`src/sv/sfa_pkg.sv`:
```
// Package for the sprite frame animator: field widths, mode codes, defaults
// and the control structs shared by the sequencer, the cells and the top level.
// No dependencies.
package sfa_pkg;

    localparam int IDX_W     = 5;
    localparam int FRAME_W   = 6;
    localparam int SPEED_W   = 8;
    localparam int MODE_W    = 2;
    localparam int STEP_W    = 16;
    localparam int CD_W      = 18;

    localparam int SPRITES_DEF     = 32;
    localparam int MAX_CATCHUP_DEF = 16;
    localparam int REPORT_LIMIT    = 32;

    localparam logic [MODE_W-1:0] MODE_NONE     = 2'd0;
    localparam logic [MODE_W-1:0] MODE_LOOP     = 2'd1;
    localparam logic [MODE_W-1:0] MODE_PINGPONG = 2'd2;
    localparam logic [MODE_W-1:0] MODE_ONESHOT  = 2'd3;

    localparam logic OP_LOAD = 1'b0;
    localparam logic OP_TICK = 1'b1;

    // broadcast from the sequencer to every cell
    typedef struct packed {
        logic              start;
        logic              catchup;
        logic              copy;
        logic              shift;
        logic [STEP_W-1:0] step;
    } t_cell_ctl;

    // settings written into one cell by a load item
    typedef struct packed {
        logic [FRAME_W-1:0] frames;
        logic [SPEED_W-1:0] speed;
        logic [MODE_W-1:0]  mode;
    } t_load;

endpackage

```
`src/sv/sfa_cell.sv`:
```
// One sprite cell: settings, frame, direction and countdown of one sprite,
// plus one stage of the report shift chain. Depends on sfa_pkg.
module sfa_cell (
    input  logic                        i_clk,
    input  logic                        i_rst_n,
    input  sfa_pkg::t_cell_ctl          i_ctl,
    input  logic                        i_load_sel,
    input  sfa_pkg::t_load              i_load,
    input  logic [sfa_pkg::FRAME_W-1:0] i_next_rpt,
    output logic [sfa_pkg::FRAME_W-1:0] o_rpt
);

    logic [sfa_pkg::FRAME_W-1:0] r_frames, n_frames;
    logic [sfa_pkg::SPEED_W-1:0] r_speed,  n_speed;
    logic [sfa_pkg::MODE_W-1:0]  r_mode,   n_mode;
    logic [sfa_pkg::FRAME_W-1:0] r_frame,  n_frame;
    logic                        r_rev,    n_rev;
    logic signed [sfa_pkg::CD_W-1:0] r_cd, n_cd;
    logic                        r_busy,   n_busy;
    logic [sfa_pkg::FRAME_W-1:0] r_rpt,    n_rpt;

    logic [sfa_pkg::FRAME_W-1:0]     w_sf;
    logic                            w_sr;
    logic signed [sfa_pkg::CD_W-1:0] w_add;
    logic signed [sfa_pkg::CD_W-1:0] w_cd_step;

    // sprite animates at all in this state
    function automatic logic f_active(input logic [sfa_pkg::MODE_W-1:0]  mode,
                                      input logic [sfa_pkg::FRAME_W-1:0] f,
                                      input logic [sfa_pkg::FRAME_W-1:0] n);
        logic r;
        r = 1'b1;
        if (mode == sfa_pkg::MODE_NONE) begin
            r = 1'b0;
        end else if (mode == sfa_pkg::MODE_ONESHOT) begin
            r = ({1'b0, f} + 7'd1) < {1'b0, n};
        end
        return r;
    endfunction

    function automatic logic f_pos(input logic signed [sfa_pkg::CD_W-1:0] c);
        return (c > 0);
    endfunction

    // frame step: advance, wrap or turn
    always_comb begin
        w_sf = r_frame;
        w_sr = r_rev;
        if (!r_rev) begin
            if (({1'b0, r_frame} + 7'd1) < {1'b0, r_frames}) begin
                w_sf = r_frame + 6'd1;
            end else if (r_mode == sfa_pkg::MODE_PINGPONG) begin
                if (r_frames >= 6'd2) begin
                    w_sr = 1'b1;
                    w_sf = (r_frame > 6'd0) ? r_frame - 6'd1 : 6'd0;
                end else begin
                    w_sf = 6'd0;
                end
            end else begin
                w_sf = 6'd0;
            end
        end else begin
            if (r_frame > 6'd0) begin
                w_sf = r_frame - 6'd1;
            end else begin
                w_sr = 1'b0;
                w_sf = (r_frames >= 6'd2) ? 6'd1 : 6'd0;
            end
        end
    end

    assign w_add     = $signed({2'b00, r_speed, 8'h00});
    assign w_cd_step = r_cd + w_add;

    // load, first look at a tick, catch-up steps, report chain
    always_comb begin
        n_frames = r_frames;
        n_speed  = r_speed;
        n_mode   = r_mode;
        n_frame  = r_frame;
        n_rev    = r_rev;
        n_cd     = r_cd;
        n_busy   = r_busy;
        n_rpt    = r_rpt;
        if (i_load_sel) begin
            n_frames = i_load.frames;
            n_speed  = i_load.speed;
            n_mode   = i_load.mode;
            n_frame  = '0;
            n_rev    = 1'b0;
            n_cd     = $signed({2'b00, i_load.speed, 8'h00});
        end else if (i_ctl.start) begin
            n_busy = 1'b0;
            if (f_active(r_mode, r_frame, r_frames)) begin
                if (f_pos(r_cd)) begin
                    n_cd = r_cd - $signed({2'b00, i_ctl.step});
                end else begin
                    n_busy = 1'b1;
                end
            end
        end else if (i_ctl.catchup && r_busy) begin
            n_frame = w_sf;
            n_rev   = w_sr;
            n_cd    = w_cd_step;
            n_busy  = !f_pos(w_cd_step) && f_active(r_mode, w_sf, r_frames)
                      && (r_speed != '0);
        end
        if (i_ctl.copy) begin
            n_rpt = r_frame;
        end else if (i_ctl.shift) begin
            n_rpt = i_next_rpt;
        end
    end

    always_ff @(posedge i_clk) begin
        if (!i_rst_n) begin
            r_frames <= '0;
            r_speed  <= '0;
            r_mode   <= sfa_pkg::MODE_NONE;
            r_frame  <= '0;
            r_rev    <= 1'b0;
            r_cd     <= '0;
            r_busy   <= 1'b0;
        end else begin
            r_frames <= n_frames;
            r_speed  <= n_speed;
            r_mode   <= n_mode;
            r_frame  <= n_frame;
            r_rev    <= n_rev;
            r_cd     <= n_cd;
            r_busy   <= n_busy;
        end
    end

    // report stage: payload only
    always_ff @(posedge i_clk) begin
        r_rpt <= n_rpt;
    end

    assign o_rpt = r_rpt;

endmodule

```
`config.mk`:
```
export PLATFORM = sky130hd
export DESIGN_NAME = sfa_cell
export DESIGN_NICKNAME = d
export VERILOG_FILES = /design/src/sv/sfa_pkg.sv /design/src/sv/sfa_cell.sv
export SDC_FILE = /design/constraint.sdc
export NUM_CORES = 1
export LEC_CHECK = 0
export ABC_AREA = 1
export BUFFER_PORTS_ARGS = -buffer_cell sky130_fd_sc_hd__buf_4
export CAP_MARGIN = 10
export CORE_MARGIN = 5
export CORE_UTILIZATION = 45
export CTS_CLUSTER_SIZE = 25
export DETAILED_ROUTE_END_ITERATION = 10
export HOLD_SLACK_MARGIN = 0.03
export PLACE_DENSITY = 0.7
export SLEW_MARGIN = 20
export SYNTH_ARGS = -nofsm -noshare
export SYNTH_HDL_FRONTEND = slang
export SYNTH_SLANG_ARGS = --single-unit
```
`constraint.sdc`:
```
create_clock -name i_clk -period 4.2 [get_ports i_clk]
set_input_delay 0.84 -clock i_clk [delete_from_list [all_inputs] [get_ports i_clk]]
set_output_delay 0.84 -clock i_clk [all_outputs]
set_load 0.01 [all_outputs]
```
==> out/metrics.csv <==
stage,metric,value,unit
cells_and_area,most frequent cells in the layout,"121 x nand2_1, 84 x inv_1, 68 x a21oi_1",
timing,Slew headroom,0.565,
yosys,leading area contributor after synthesis,dfxtp_1,
timing,Hold WS,0.493,ns
global_routing,first-pass GRT wire length,16.7,mm
placed_design,I/O Buffers,50,
critical_path,WS Path Type,register to register,
placed_design,Setup WS pre-CTS,0.547,ns
cells_and_area,ant diodes,0,
yosys,Post-synth EDFFs,6,
timing,Max Slew Vio Count,0,
yosys,Area contributors post-synth,"dfxtp_1 21%, ha_1 12%, nand2_1 11%, a21oi_1 8.5%, inv_1 7.9%",
yosys,main combinational cell family by area after synthesis,simple AND/OR/NAND/NOR gates,
clocking,TritonCTS buffer count,5,
floorplan,Top Ports,51,
yosys,compound-gate portion of the synthesized area,0.201,
critical_path,critical-path maximum fanout,8,
cells_and_area,multi-input logic area,2570,um2
clocking,clock sink count,48,
critical_path,CP dominant cell by count,nand2_1,
clocking,clock root cell,clkbuf_8,
yosys,mux cell area share after synthesis,0,
cells_and_area,"Area growth, synth to finish",13.7,%
placed_design,gpl congestion,0.878,
run_status,status,"finished, final reports clean",
drt,DR vias/cell,5.33,
yosys,top_reg_cell synth,dfxtp_1,
floorplan,die height,104,um
floorplan,total core area,8720,um2
yosys,Mapped Cells,587,
floorplan,initial core utilization,0.460,
power,maximum vdd drop,0.000183,V
cells_and_area,Filler Cells Inserted,875,
clocking,Clock Path Buffers,2,
power,Static Leak,0.00227,uW
yosys,xor/xnor share of the synthesized area,0.0525,
placed_design,Placed Instances,732,
timing,Fin. Hold Viols,0,
timing,Worst-Margin Slew,0.649,ns
yosys,Mean Syn Cell Area,6.83,um2
critical_path,Worst Setup End Kind,register,
drt,post-route ant nets,0,
cells_and_area,FF+latch area,1020,um2
critical_path,crit path launch type,register,
timing,worst setup slack after layout,0.506,ns
clocking,Post-CTS Setup Repair Bufs,0,
run,max_cap viols,0,
timing,Final min period,3.69,ns
drt,Via Count,3943,
worst_hold_path,min-delay worst type,register to register,
power,PD cells,284,nW/um2
yosys,adder-cell share of the synthesized area,0.126,
global_routing,total track usage,0.180,
yosys,"Seq/Total Area, Yosys",0.255,
clocking,CTS tree,done,
clocking,Resized cells post-CTS,0,
yosys,mapped cell area,4010,um2
cells_and_area,# nets final,715,
drt,wire length per cell,13.6,um
cells_and_area,Non-Filler Instances,740,
timing,skew final,0.0107,ns
floorplan,# rows,34,
timing,period utilization,0.880,
timing,Final setup viols,0,
yosys,Synth Net Count,671,
cells_and_area,share of cells above drive strength 1,0.136,
drt,final WL,10.1,mm
global_routing,vias in the first global route,3574,
global_routing,initial antenna violation count,0,
timing,setup TNS,0,ns
yosys,Synth Area in Simple Gates,0.263,
critical_path,max incr delay on CP,0.44,ns
drt,Post-route DRC,0,
yosys,library cells used by synthesis,45,
clocking,count of hold buffers inserted by post-cts repair,0,
yosys,Synth top area share,0.210,
yosys,"Async S/R FF share, synth",0,
cells_and_area,"commonest non-fill, non-tap cell in the layout",nand2_1,
global_routing,largest net degree at the start of global routing,28,
floorplan,full die area,10900,um2
timing,unrepaired setup endpoints after global routing,false,
clocking,Worst-Skew Late Latency,0.31,ns
timing,FMAX,271,MHz
global_routing,GRT overflow,0,
clocking,H-tree depth,2,
critical_path,"Slowest-stage cell, CP",dfxtp_1,
drt,Initial DRC Count,217,
clocking,register clock-pin slew on the reported worst setup and hold paths,0.09,ns
critical_path,Worst EP arrival,3.93,ns
placed_design,hpwl dp,8.13,mm
yosys,Yosys reg bits,48,
drt,DRT Pass-1 Iters,7,
floorplan,Die X,104,um
critical_path,"Data required, critical path",4.44,ns
yosys,Yosys warnings,0,
==> cell usage after synthesis (all sizes together), types with 8 or more instances <==
| cell | instances |
|---|---|
| nand2 | 128 |
| inv | 86 |
| a21oi | 69 |
| o21ai | 52 |
| dfxtp | 42 |
| nor2 | 38 |
| ha | 37 |
| nand3 | 35 |
| xor2 | 16 |
| a31oi | 9 |
| clkbuf | 9 |
| xnor2 | 8 |
==> per-stage QoR <==
step | cell area [um2] | util | total power, uW
3_3_place_gp | 4440 | 0.509 | 945
2_1_floorplan | 4010 | - | 832
6_report | 4560 | 0.523 | 1290
5_1_grt | 4560 | 0.523 | 1380
4_1_cts | 4560 | 0.523 | 1300
3_5_place_dp | 4440 | 0.509 | 951
==> critical path: cells and delay by family (launching register included) <==
family / cells / cell delay, ns
xor gates and xnor gates: 2 / 0.37
DFF: 1 / 0.44
buffers and inverters: 4 / 0.27
and+or+nand+nor: 15 / 1.09
adders and majority gates: 4 / 1.04
AOI/OAI and AO/OA: 3 / 0.40
==> worst paths after layout <==
path | startpoint | to | slack, ns | cells after the start
worst min register to register | r_speed[4]$_SDFFE_PN0P_ | r_speed[4]$_SDFFE_PN0P_ | 0.49 | 2
worst min-delay path | r_speed[4]$_SDFFE_PN0P_ | r_speed[4]$_SDFFE_PN0P_ | 0.49 | 2
worst max register to register | r_frame[0]$_SDFFE_PP0P_ | r_busy$_SDFFE_PN0P_ | 0.51 | 28
worst max-delay path | r_frame[0]$_SDFFE_PP0P_ | r_busy$_SDFFE_PN0P_ | 0.51 | 28
==> kinds of logic after synthesis <==
group           count (synthesis)
flops                          48
xor+xnor                       24
compound gates                145
fa+ha+maj                      39
buf+inv                       102
simple gates                  229
==> area by class of cell <==
class,instances,share of cell area
Clock buffer,5,0.0151
Timing Repair Buffer,50,0.0824
Tap cell,108,0.0297
Multi-Input combinational cell,437,0.565
Clock inverter,3,0.0102
Sequential cell,48,0.224
Inverter,89,0.0739
==> report_power, final <==
group	switching, uW	internal, uW
Sequential	25.6	492
Combinational	257	170
Clock	169	180
Total	451	842
==> metal layers <==
layer | vias to the layer above | wire length [um] | track usage
met3 | 13 | 557 | 0.0298
li1 | 2044 | - | -
met4 | 0 | 104 | 0.0305
met1 | 1776 | 4830 | 0.253
met2 | 110 | 4590 | 0.295
met5 | - | 0 | 0
Power figures use the tool's default switching activity.
