### src/sv/sfa_pkg.sv
// Package for the sprite frame animator: field widths, mode codes, defaults
// and the control structs shared by the sequencer, the cells and the top level.
// No dependencies.
package sfa_pkg;

    localparam int IDX_W     = 5;
    localparam int FRAME_W   = 6;
    localparam int SPEED_W   = 8;
    localparam int MODE_W    = 2;
    localparam int STEP_W    = 16;
    localparam int CD_W      = 18;

    localparam int SPRITES_DEF     = 32;
    localparam int MAX_CATCHUP_DEF = 16;
    localparam int REPORT_LIMIT    = 32;

    localparam logic [MODE_W-1:0] MODE_NONE     = 2'd0;
    localparam logic [MODE_W-1:0] MODE_LOOP     = 2'd1;
    localparam logic [MODE_W-1:0] MODE_PINGPONG = 2'd2;
    localparam logic [MODE_W-1:0] MODE_ONESHOT  = 2'd3;

    localparam logic OP_LOAD = 1'b0;
    localparam logic OP_TICK = 1'b1;

    // broadcast from the sequencer to every cell
    typedef struct packed {
        logic              start;
        logic              catchup;
        logic              copy;
        logic              shift;
        logic [STEP_W-1:0] step;
    } t_cell_ctl;

    // settings written into one cell by a load item
    typedef struct packed {
        logic [FRAME_W-1:0] frames;
        logic [SPEED_W-1:0] speed;
        logic [MODE_W-1:0]  mode;
    } t_load;

endpackage

### src/sv/sfa_ctrl.sv
// Sequencer of the sprite frame animator: input handshake, catch-up
// iteration count, report copy and result handshake. Depends on sfa_pkg.
module sfa_ctrl #(
    parameter int SPRITES     = sfa_pkg::SPRITES_DEF,
    parameter int MAX_CATCHUP = sfa_pkg::MAX_CATCHUP_DEF
) (
    input  logic                       i_clk,
    input  logic                       i_rst_n,
    input  logic                       i_in_valid,
    input  logic                       i_op,
    input  logic [sfa_pkg::STEP_W-1:0] i_step,
    output logic                       o_in_ready,
    input  logic                       i_out_ready,
    output logic                       o_out_valid,
    output logic [sfa_pkg::IDX_W-1:0]  o_num,
    output logic                       o_last,
    output sfa_pkg::t_cell_ctl         o_ctl
);

    localparam int ITER_W  = (MAX_CATCHUP > 1) ? $clog2(MAX_CATCHUP) : 1;
    localparam int RPT_CNT = (SPRITES < sfa_pkg::REPORT_LIMIT) ? SPRITES
                                                                : sfa_pkg::REPORT_LIMIT;

    localparam logic [1:0] S_IDLE  = 2'd0;
    localparam logic [1:0] S_CATCH = 2'd1;
    localparam logic [1:0] S_COPY  = 2'd2;
    localparam logic [1:0] S_OUT   = 2'd3;

    logic [1:0]               r_state, n_state;
    logic [ITER_W-1:0]        r_iter,  n_iter;
    logic [sfa_pkg::IDX_W-1:0] r_num,  n_num;

    logic w_tick;
    logic w_last;
    logic w_iter_end;

    assign w_tick     = i_in_valid && o_in_ready && (i_op == sfa_pkg::OP_TICK);
    assign w_last     = (r_num == sfa_pkg::IDX_W'(RPT_CNT - 1));
    assign w_iter_end = (r_iter == ITER_W'(MAX_CATCHUP - 1));

    // advance through catch-up, copy and report
    always_comb begin
        n_state = r_state;
        n_iter  = r_iter;
        n_num   = r_num;
        case (r_state)
            S_IDLE: begin
                if (w_tick) begin
                    n_state = S_CATCH;
                    n_iter  = '0;
                end
            end
            S_CATCH: begin
                n_iter = r_iter + 1'b1;
                if (w_iter_end) begin
                    n_state = S_COPY;
                end
            end
            S_COPY: begin
                n_state = S_OUT;
                n_num   = '0;
            end
            S_OUT: begin
                if (i_out_ready) begin
                    if (w_last) begin
                        n_state = S_IDLE;
                    end else begin
                        n_num = r_num + 1'b1;
                    end
                end
            end
            default: begin
                n_state = S_IDLE;
            end
        endcase
    end

    always_ff @(posedge i_clk) begin
        if (!i_rst_n) begin
            r_state <= S_IDLE;
            r_iter  <= '0;
            r_num   <= '0;
        end else begin
            r_state <= n_state;
            r_iter  <= n_iter;
            r_num   <= n_num;
        end
    end

    assign o_in_ready  = (r_state == S_IDLE);
    assign o_out_valid = (r_state == S_OUT);
    assign o_num       = r_num;
    assign o_last      = w_last;

    always_comb begin
        o_ctl.start   = w_tick;
        o_ctl.catchup = (r_state == S_CATCH);
        o_ctl.copy    = (r_state == S_COPY);
        o_ctl.shift   = (r_state == S_OUT) && i_out_ready;
        o_ctl.step    = i_step;
    end

endmodule

### config.mk
export PLATFORM = sky130hd
export DESIGN_NAME = sfa_ctrl
export DESIGN_NICKNAME = d
export VERILOG_FILES = /design/src/sv/sfa_pkg.sv /design/src/sv/sfa_ctrl.sv
export SDC_FILE = /design/constraint.sdc
export NUM_CORES = 1
export LEC_CHECK = 0
export BUFFER_PORTS_ARGS = -buffer_cell sky130_fd_sc_hd__buf_2
export CAP_MARGIN = 20
export CORE_MARGIN = 4
export CORE_UTILIZATION = 40
export CTS_BUF_LIST = sky130_fd_sc_hd__clkbuf_8
export CTS_CLUSTER_SIZE = 8
export DETAILED_ROUTE_END_ITERATION = 8
export HOLD_SLACK_MARGIN = 0.06
export PLACE_DENSITY = 0.83
export SLEW_MARGIN = 20
export SYNTH_ARGS = -nofsm -noshare
export SYNTH_HDL_FRONTEND = slang
export SYNTH_SLANG_ARGS = --single-unit
### constraint.sdc
create_clock -name i_clk -period 2.1 [get_ports i_clk]
set_clock_uncertainty 0.15 [all_clocks]
set_input_delay 0.105 -clock i_clk [delete_from_list [all_inputs] [get_ports i_clk]]
set_output_delay 0.105 -clock i_clk [all_outputs]
set_load 0.01 [all_outputs]
==> flow_summary.yaml <==
critical_path:
  crit_path_cell_trace: "ha_1 > and3_1 > ha_1 > nand3b_1 > or3_1 > a21oi_1"
  worstReg2RegStart: "o_num[0]"
  regToRegEndpoint: "o_num[3]"
  r2r_setup_slack_ns: 0.14
  critPathMaxFanout: 6
  critical_path_required_ns: 2.12
  crit_family: "simple AND/OR/NAND/NOR gates"
  worst_setup_path_end_kind: "register"
  slowest_stage: "sky130_fd_sc_hd__or3_1"
  cpPeakStageDelay_ns: 0.39
  timing.reg2reg.worst_path_depth: 6
  crit_buf_inv: 0
  cpMostUsedCell: "sky130_fd_sc_hd__ha_1"
  startpoint_type: "register"
  timing.setup.critical_path_class: "reg2reg"
  timing.critical_path.arrival_ns: 1.98
global_routing:
  first_global_vias: 543
  grt_first_pass_wirelength_um: 2270
  grt_max_degree: 9
  globalRouteTotalUtil: 0.111
  antenna_found_initial: 0
  grt_remaining_overflow: 0
synth:
  compound_gate_portion_of_the_synthesized_area: 0.136
  combinational_family_with_the_most_area_after_synthesis: "simple AND/OR/NAND/NOR gates"
  ys_seq_elements: 11
  adder_cell_area_share_of_the_yosys_netlist: 0.115
  post_synthesis_instance_area_um2: 762
  mappedNetlistNets: 118
  avg_cell_area_syn_um2: 8.47
  synth_sequential_area_ratio: 0.289
  postSynthCellCount: 90
  synth.mux.area_fraction: 0.0131
  synth.lib_cells_used.distinct: 31
  synth-xor-area-share: 0.0115
  synth_warnings: 0
  synthSimpleGateAreaFrac: 0.243
pwr:
  irDropWorstVdd_mv: 0.552
  leak_pwr_nw: 0.384
  p_per_area_nw_per_um2: 905
clocking:
  path_clk_slew_ns: 0.05
  numCtsBuffers: 3
  clkSinkCount: 11
  cts_tree: "yes"
  cts_root_buf: "sky130_fd_sc_hd__clkbuf_8"
  clock_insertion_delay_worst_skew_ns: 0.23
  cts-root-to-sink-buffers: 2
  cts_resized: 0
  cts.htree.levels: 1
place:
  port_buffers: 16
  globalplace.congestion: 0.806
  place.detailed.hpwl_um: 1100
  placed_cells_incl_taps: 114
floorplan:
  die_y_um: 51.6
  dieArea_um2: 2670
  horiz_die_dim_um: 51.6
  core_um2: 1760
  core.rowCount: 15
  initial_utilization: 0.432
  ioPinCount: 49
timing:
  post-route-period-util: 0.935
  worst_slew_margin_rel: 0.714
  timing.setup.tns_ns: 0
  report.final.hold_viol_count: 0
  fin_crit_ns: 1.96
  worstMarginPinSlew_ns: 0.429
  number_of_max_slew_violations_in_the_final_report: 0
  rsz0062_at_grt: "false"
  hold_slack_ns: 0.0600
  finalSetupViolations: 0
  fmax_mhz: 509
detailed_routing:
  post-route-drc-count: 0
  wirelength_um: 1490
  drt-wirelength-per-cell_um: 12.5
  detailedRoute.firstPassIterationCount: 4
  drt_iter0_drc: 13
  vias: 600
  antenna_violating_nets_post_route: 0
  viasPerCell: 5.04
final_layout:
  post_route_insts_no_fill: 119
  antennaDiodeCount: 0
  layout-drive-gt1-share: 0.223
  count_of_fill_cells_added_during_filler_insertion: 179
  syn_to_final_growth_pct: 5.09
  layout.nets: 123
hold_path:
  hold_end: "o_ctl[13]"
  timing.hold.worst.start: "i_step[13]"
  holdCritPathClass: "in2out"
  holdPathStages: 0
job:
  max_cap_violations: 0
outcome:
  outcome: "finished clean"
timing repair:
item / CTS / global route
hold buffers: 1 / 0
setup buffers: 0 / 0
endpoints found under the hold margin: 5 / 0
worst reg2reg max path, stage by stage, from the launching register on:
cell	delay, ns
sky130_fd_sc_hd__dfxtp_1	0.34
sky130_fd_sc_hd__ha_1	0.23
sky130_fd_sc_hd__and3_1	0.19
sky130_fd_sc_hd__ha_1	0.21
sky130_fd_sc_hd__nand3b_1	0.26
sky130_fd_sc_hd__or3_1	0.39
sky130_fd_sc_hd__a21oi_1	0.14
placed cells by master, fill, tap and decap left out, types with 2 or more instances in the layout:
master and instances:
sky130_fd_sc_hd__clkbuf_8 3, sky130_fd_sc_hd__dfxtp_1 11, sky130_fd_sc_hd__and3_1 2, sky130_fd_sc_hd__nand3_1 11, sky130_fd_sc_hd__nand3b_1 2, sky130_fd_sc_hd__nor2b_1 2, sky130_fd_sc_hd__buf_2 16, sky130_fd_sc_hd__nor2_1 2
sky130_fd_sc_hd__inv_1 5, sky130_fd_sc_hd__a21oi_1 6, sky130_fd_sc_hd__nand2_1 6, sky130_fd_sc_hd__ha_1 7
flip-flops by register name, indices dropped and copies added, names as in the netlist:
| signal | count |
|---|---|
| r_iter | 4 |
| o_num | 5 |
| r_state | 2 |
power breakdown:
| part | internal (mW) | switching (mW) |
|---|---|---|
| Combinational | 0.117 | 0.154 |
| Sequential | 0.231 | 0.0211 |
| Clock | 0.128 | 0.0732 |
worst max-delay path by stage:
| stage | start | end | slack, ns | depth (start not counted) |
|---|---|---|---|---|
| after floorplan | o_num[0] | o_num[3] | 0.20 | 6 |
| after global placement | o_num[0] | o_num[3] | 0.24 | 6 |
| after detailed placement | o_num[0] | o_num[3] | 0.18 | 6 |
| after CTS | o_num[0] | o_num[3] | 0.14 | 6 |
| after global routing | o_num[0] | o_num[3] | 0.02 | 6 |
| final | o_num[0] | o_num[3] | 0.14 | 6 |
cell type report:
cell class / count / area [um^2] / share of cell area
clock buffers: 3 / 41.3 / 0.0516
inverters: 5 / 18.8 / 0.0234
flip-flops and latches: 11 / 220 / 0.275
well taps: 25 / 31.3 / 0.0391
multi-input cells: 57 / 395 / 0.494
repair buffers: 17 / 90.1 / 0.112
clock inverters: 1 / 3.75 / 0.00469
routing by layer:
metal	wire [um]	global-route usage	vias to the layer above
met5	0	0	-
met4	23	0.0349	0
met3	107	0.0372	4
met1	609	0.125	273
met2	752	0.195	14
li1	-	-	309
kinds of logic (layout without fill, tap and decap cells):
family / after synthesis / after routing
simple gates: 33 / 33
buf+inv: 22 / 26
compound gates: 15 / 15
flops: 11 / 11
fa+ha+maj: 7 / 7
xor+xnor: 1 / 1
mux: 1 / 1
synth_stat cells:
master                      n  area share
sky130_fd_sc_hd__inv_2      1      0.0049
sky130_fd_sc_hd__a21oi_1    6       0.039
sky130_fd_sc_hd__buf_4     17        0.17
sky130_fd_sc_hd__a31oi_1    1      0.0082
sky130_fd_sc_hd__o21a_1     1      0.0099
sky130_fd_sc_hd__nor2_1     2      0.0099
sky130_fd_sc_hd__a21bo_2    1       0.013
sky130_fd_sc_hd__o31ai_1    1      0.0099
sky130_fd_sc_hd__nor2b_1    2       0.016
sky130_fd_sc_hd__nand2b_1   1      0.0082
sky130_fd_sc_hd__a2111o_1   1       0.015
sky130_fd_sc_hd__a21boi_0   1      0.0099
sky130_fd_sc_hd__or2b_1     1      0.0099
sky130_fd_sc_hd__nand4b_1   1       0.011
sky130_fd_sc_hd__nand2_1    6       0.030
sky130_fd_sc_hd__o211a_1    1       0.013
sky130_fd_sc_hd__and2_1     1      0.0082
sky130_fd_sc_hd__inv_1      4       0.020
sky130_fd_sc_hd__and3b_1    1       0.011
sky130_fd_sc_hd__and3_1     2       0.016
sky130_fd_sc_hd__nand3b_1   2       0.020
sky130_fd_sc_hd__a221oi_1   1       0.011
sky130_fd_sc_hd__dfxtp_1   11        0.29
sky130_fd_sc_hd__xor2_1     1       0.011
sky130_fd_sc_hd__or3_1      1      0.0082
sky130_fd_sc_hd__or4b_1     1       0.013
sky130_fd_sc_hd__o21ai_0    1      0.0066
sky130_fd_sc_hd__nand4_1    1      0.0082
sky130_fd_sc_hd__nand3_1   11       0.072
sky130_fd_sc_hd__ha_1       7        0.11
sky130_fd_sc_hd__mux2i_1    1       0.013
stage by stage:
stage,util,setup slack [ns],instance area [um^2],power (mW)
3_3_place_gp,0.423,0.235,746,0.518
6_report,0.454,0.137,801,0.724
4_1_cts,0.454,0.141,801,0.730
3_5_place_dp,0.423,0.180,746,0.525
2_1_floorplan,-,0.196,762,0.484
5_1_grt,0.454,0.0244,801,0.775
Power figures use the tool's default switching activity.
